## src/hdl/otpm_pkg.sv

```systemverilog
// Package for the online truncated polynomial multiplier.
// Holds coefficient widths, the sequencer state type and the small control structs.
// No dependencies.
package otpm_pkg;

	localparam int COEF_W    = 31;
	localparam int PROD_W    = 2 * COEF_W;
	localparam int IDX_OUT_W = 10;

	localparam logic [COEF_W-1:0] MOD_RESET = 31'h7FFF_FFFF;
	localparam logic [COEF_W-1:0] MOD_MIN   = 31'd2;

	typedef enum logic [2:0] {
		S_IDLE,
		S_RED_F,
		S_RED_G,
		S_MAC,
		S_RED_SUM,
		S_EMIT
	} otpm_state_t;

	// Write enables for the two coefficient memories.
	typedef struct packed {
		logic f;
		logic g;
	} otpm_wen_t;

	// Status of the serial remainder unit.
	typedef struct packed {
		logic busy;
		logic done;
	} otpm_red_stat_t;

endpackage

```

## src/hdl/otpm_mac.sv

```systemverilog
// Convolution engine: walks j = 0..i over the memories and sums f[j]*g[i-j].
// Read, multiply and accumulate stages. Depends on otpm_pkg.
module otpm_mac #(
	parameter int IW = 10,
	parameter int ACC_W = 72
) (
	input  logic                         clk,
	input  logic                         arst_n,
	input  logic                         start,
	input  logic [IW-1:0]                last_idx,
	output logic [IW-1:0]                raddr_f,
	output logic [IW-1:0]                raddr_g,
	input  logic [otpm_pkg::COEF_W-1:0]  rdata_f,
	input  logic [otpm_pkg::COEF_W-1:0]  rdata_g,
	output logic                         done,
	output logic [ACC_W-1:0]             acc
);
	import otpm_pkg::*;

	logic              run_q;
	logic [IW-1:0]     j_q;
	logic [IW-1:0]     last_q;
	logic              vld_s1;
	logic              last_s1;
	logic              vld_s2;
	logic              last_s2;
	logic              done_q;
	logic [PROD_W-1:0] prod_s2;
	logic [ACC_W-1:0]  acc_q;

	logic at_end;

	assign at_end  = (j_q == last_q);
	assign raddr_f = j_q;
	assign raddr_g = last_q - j_q;

	always_ff @(posedge clk or negedge arst_n) begin
		if (!arst_n) begin
			run_q   <= 1'b0;
			j_q     <= '0;
			vld_s1  <= 1'b0;
			last_s1 <= 1'b0;
			vld_s2  <= 1'b0;
			last_s2 <= 1'b0;
			done_q  <= 1'b0;
		end else begin
			if (start) begin
				run_q <= 1'b1;
				j_q   <= '0;
			end else if (run_q) begin
				if (at_end) begin
					run_q <= 1'b0;
				end else begin
					j_q <= j_q + 1'b1;
				end
			end
			vld_s1  <= run_q && !start;
			last_s1 <= run_q && !start && at_end;
			vld_s2  <= vld_s1;
			last_s2 <= last_s1;
			done_q  <= vld_s2 && last_s2;
		end
	end

	always_ff @(posedge clk) begin
		if (start) begin
			last_q <= last_idx;
		end
		prod_s2 <= PROD_W'(rdata_f) * PROD_W'(rdata_g);
		if (start) begin
			acc_q <= '0;
		end else if (vld_s2) begin
			acc_q <= acc_q + ACC_W'(prod_s2);
		end
	end

	assign done = done_q;
	assign acc  = acc_q;

endmodule

```

## config.mk

```make
export PLATFORM = sky130hd
export DESIGN_NAME = otpm_mac
export DESIGN_NICKNAME = d
export VERILOG_FILES = /design/src/hdl/otpm_pkg.sv /design/src/hdl/otpm_mac.sv
export SDC_FILE = /design/constraint.sdc
export NUM_CORES = 2
export LEC_CHECK = 0
export BUFFER_PORTS_ARGS = -buffer_cell sky130_fd_sc_hd__clkbuf_2
export CORE_MARGIN = 5
export CORE_UTILIZATION = 65
export DETAILED_ROUTE_END_ITERATION = 10
export PLACE_DENSITY_LB_ADDON = 0.1
export SYNTH_ARGS = -nofsm -noshare
export SYNTH_HDL_FRONTEND = slang
export SYNTH_SLANG_ARGS = --single-unit
```

## constraint.sdc

```tcl
create_clock -name clk -period 7.6 [get_ports clk]
set_input_delay 1.52 -clock clk [delete_from_list [all_inputs] [get_ports clk]]
set_output_delay 1.52 -clock clk [all_outputs]
set_load 0.02 [all_outputs]
```

==> results.cfg <==
[floorplan]
design.die.area_um2 = 66650
core-area_um2 = 61370
die_w_um = 258.2
initial_core_util_pct = 65.23
fp.dieH_um = 258.2
ios = 168
num_rows = 91

[placement]
finalWeightedCongestion = 0.9557
post-place-ws_ps = -1089
port_buffers = 167
place_area_um2 = 43990
hpwlAfterDp_um = 90370

[synth]
synth_nets = 5690
yosys.area.top_type_share_pct = 41.96
synth-edff-count = 10
synth_simple_gate_area_share_pct = 17.47
synthCells = 4449
synth_compound_area_share_pct = 8.089
synthFlopType = dfxtp_1
synthXorXnorAreaFrac_pct = 2.713
avgSynthCellArea_um2 = 8.998
synth_fa_ha_area_share_pct = 52.18
synthArstFlopShare_pct = 10.00
netlist_area_um2 = 40030
synth_top_cell_by_area = fa_1
ys_types = 84
synth-seq-cells = 160
yosysWarningCount = 0
synth_area_leaders = fa_1, ha_1, and2_1
synth_top_family_by_area = adder cells
synthMuxAreaShare_pct = 1.006
ys_seq_area_share_pct = 8.451

[cells_and_area]
drive_above_1_share_pct = 18.54
multi_input_area_um2 = 33740
nets = 6040
mostFrequentLayoutCell = fa_1
fillers = 4260
n_antenna_cell = 0
areaGrowthSynthToFinish_pct = 17.11
final-seq-area_um2 = 3385
most-common-layout-cells = fa_1, inv_1, nand2_1, and2_1, buf_4
final_area_um2 = 46880

[routing]
routedWlPerCell_um = 19.99
drc_errors = 0
drtIter0Drc = 2349
postRouteAntennaNets = 0
wirelength_um = 112000
dr_total_vias = 32143
dr.pass1.iters = 8
routed_via_density = 5.738

[setup_path]
crit_end = prod_s2[48]
crit_required_ps = 7920
end_kind = flip-flop
crit_path_start_kind = input port
crit_fanout = 6
crit_start = rdata_f[9]
worstPathArrival_ps = 8320
path_class = input port to flip-flop
ff2ff_setup_slack_ps = 3940
worstRegToRegCells = 11
r2r-start = acc[6]
crit-reg2reg-capture = acc[59]

[global_route]
grt_usage_pct = 33.18
grt_overflow = 0
antenna_found_initial = 0
grt_pass1_wl_um = 178200
grt_pass1_vias = 33860
grt_max_degree = 57

[clock_tree]
cts.sinks = 160
cts-root-buf = clkbuf_16
cts_buffers = 17
h-tree-depth = 4
clock_latency_ps = 430
tritoncts = built
clockBufferDepth = 2
clk_pin_slew_ps = 60
cts_hold_buffers = 0

[sta]
rsz0062_at_grt = yes
worst_pin_slew_ps = 878.0
fmax_mhz = 124.9
hold_violations = 0
fin_ws_ps = -403.4
fin_crit_sh_pct = 105.3
setup_tns_ps = -7356
max-slew-margin-rel_pct = 41.47
final.setup_skew_ps = 6.798
final_max_slew_viol_count = 0
final-setup-viol-count = 30
final.min_clock_period_ps = 8003

[status]
status = complete, but fails checks
failed_checks = negative setup slack

[hold_path]
hp-class = flip-flop to flip-flop

[job]
cap_violations = 0
-- sequential cells by signal (all words and copies together) (netlist names), 10 cells and up --
register / count
acc: 72
last_q: 10
prod_s2: 62
raddr_f: 10
-- cell type report --
cell class / instances / share of cell area (%)
clock buffer: 20 / 1.019
clock inverter: 12 / 0.3096
inverter: 815 / 6.525
multi-input combinational: 3221 / 71.96
sequential: 160 / 7.219
tap: 790 / 2.108
timing repair buffer: 584 / 10.86
-- metal layers --
layer  GRT usage (%)  vias to the layer above  wire length [um]
met1           43.21                    16157             43350
met4           11.73                        0              5253
li1                -                    14317                 -
met3           5.788                      332              8597
met5               0                        -                 0
met2           56.56                     1337             54790
-- Yosys cell counts (17+ instances only) --
cell type	instances
a21o_1	70
a21oi_1	168
a31oi_1	19
and2_1	531
and3_1	21
buf_2	17
clkbuf_1	227
dfxtp_1	134
fa_1	839
ha_1	327
inv_1	815
mux2i_1	38
nand2_1	558
nand3_1	26
nand4_1	37
nor2_1	133
nor3_1	25
o21ai_0	81
o21bai_1	38
xnor2_1	81
xor2_1	43
-- worst max-delay path, stage by stage --
cell       delay, ps
clkbuf_16        140
buf_12           140
buf_12           130
and2_4           130
fa_1             530
inv_1             50
fa_1             490
inv_2             40
fa_1             580
fa_2             480
fa_2             570
fa_2             460
fa_2             390
fa_2             630
ha_4             230
a21o_1           170
a21o_1           190
a21oi_2          230
inv_2             70
a2111oi_4        360
nor4b_2           90
o22a_1           210
a221o_1          320
xor2_1           150
-- worst min-delay path by stage --
stage / from / endpoint / slack, ps / cells past startpoint
after global placement: vld_s1 / vld_s2 / 330 / 0
after global routing: vld_s1 / vld_s2 / 360 / 0
after detailed placement: vld_s1 / vld_s2 / 340 / 0
final: last_s1 / last_s2 / 350 / 0
after CTS: last_s1 / last_s2 / 350 / 0
after floorplan: last_s1 / last_s2 / 330 / 0
-- logic make-up after synthesis --
family / count (synthesis)
AO/OA/AOI/OAI: 495
XOR/XNOR: 124
adder cells (fa/ha/maj): 1166
buffers and inverters: 1068
flip-flops: 160
multiplexers: 40
AND/OR/NAND/NOR: 1396
-- stage by stage --
step           utilization, %  hold WS [ps]  instances
6_report                76.39         350.9       5602
5_1_grt                 76.39         359.8       5602
4_1_cts                 74.72         354.6       5574
3_5_place_dp            71.68         340.3       5509
3_3_place_gp            71.68         334.3       5509
2_1_floorplan               -         331.2       4449
-- repair_timing --
action,CTS,global route
resized for setup,200,227
pin swaps,122,122
setup endpoints to repair,39,39
endpoints found under the hold margin,0,0
setup buffers,25,27
cloned,8,6
Power is left out: the tool's default activity adds up to more than one toggle a clock period on the data nets, which glitch-free logic cannot reach.
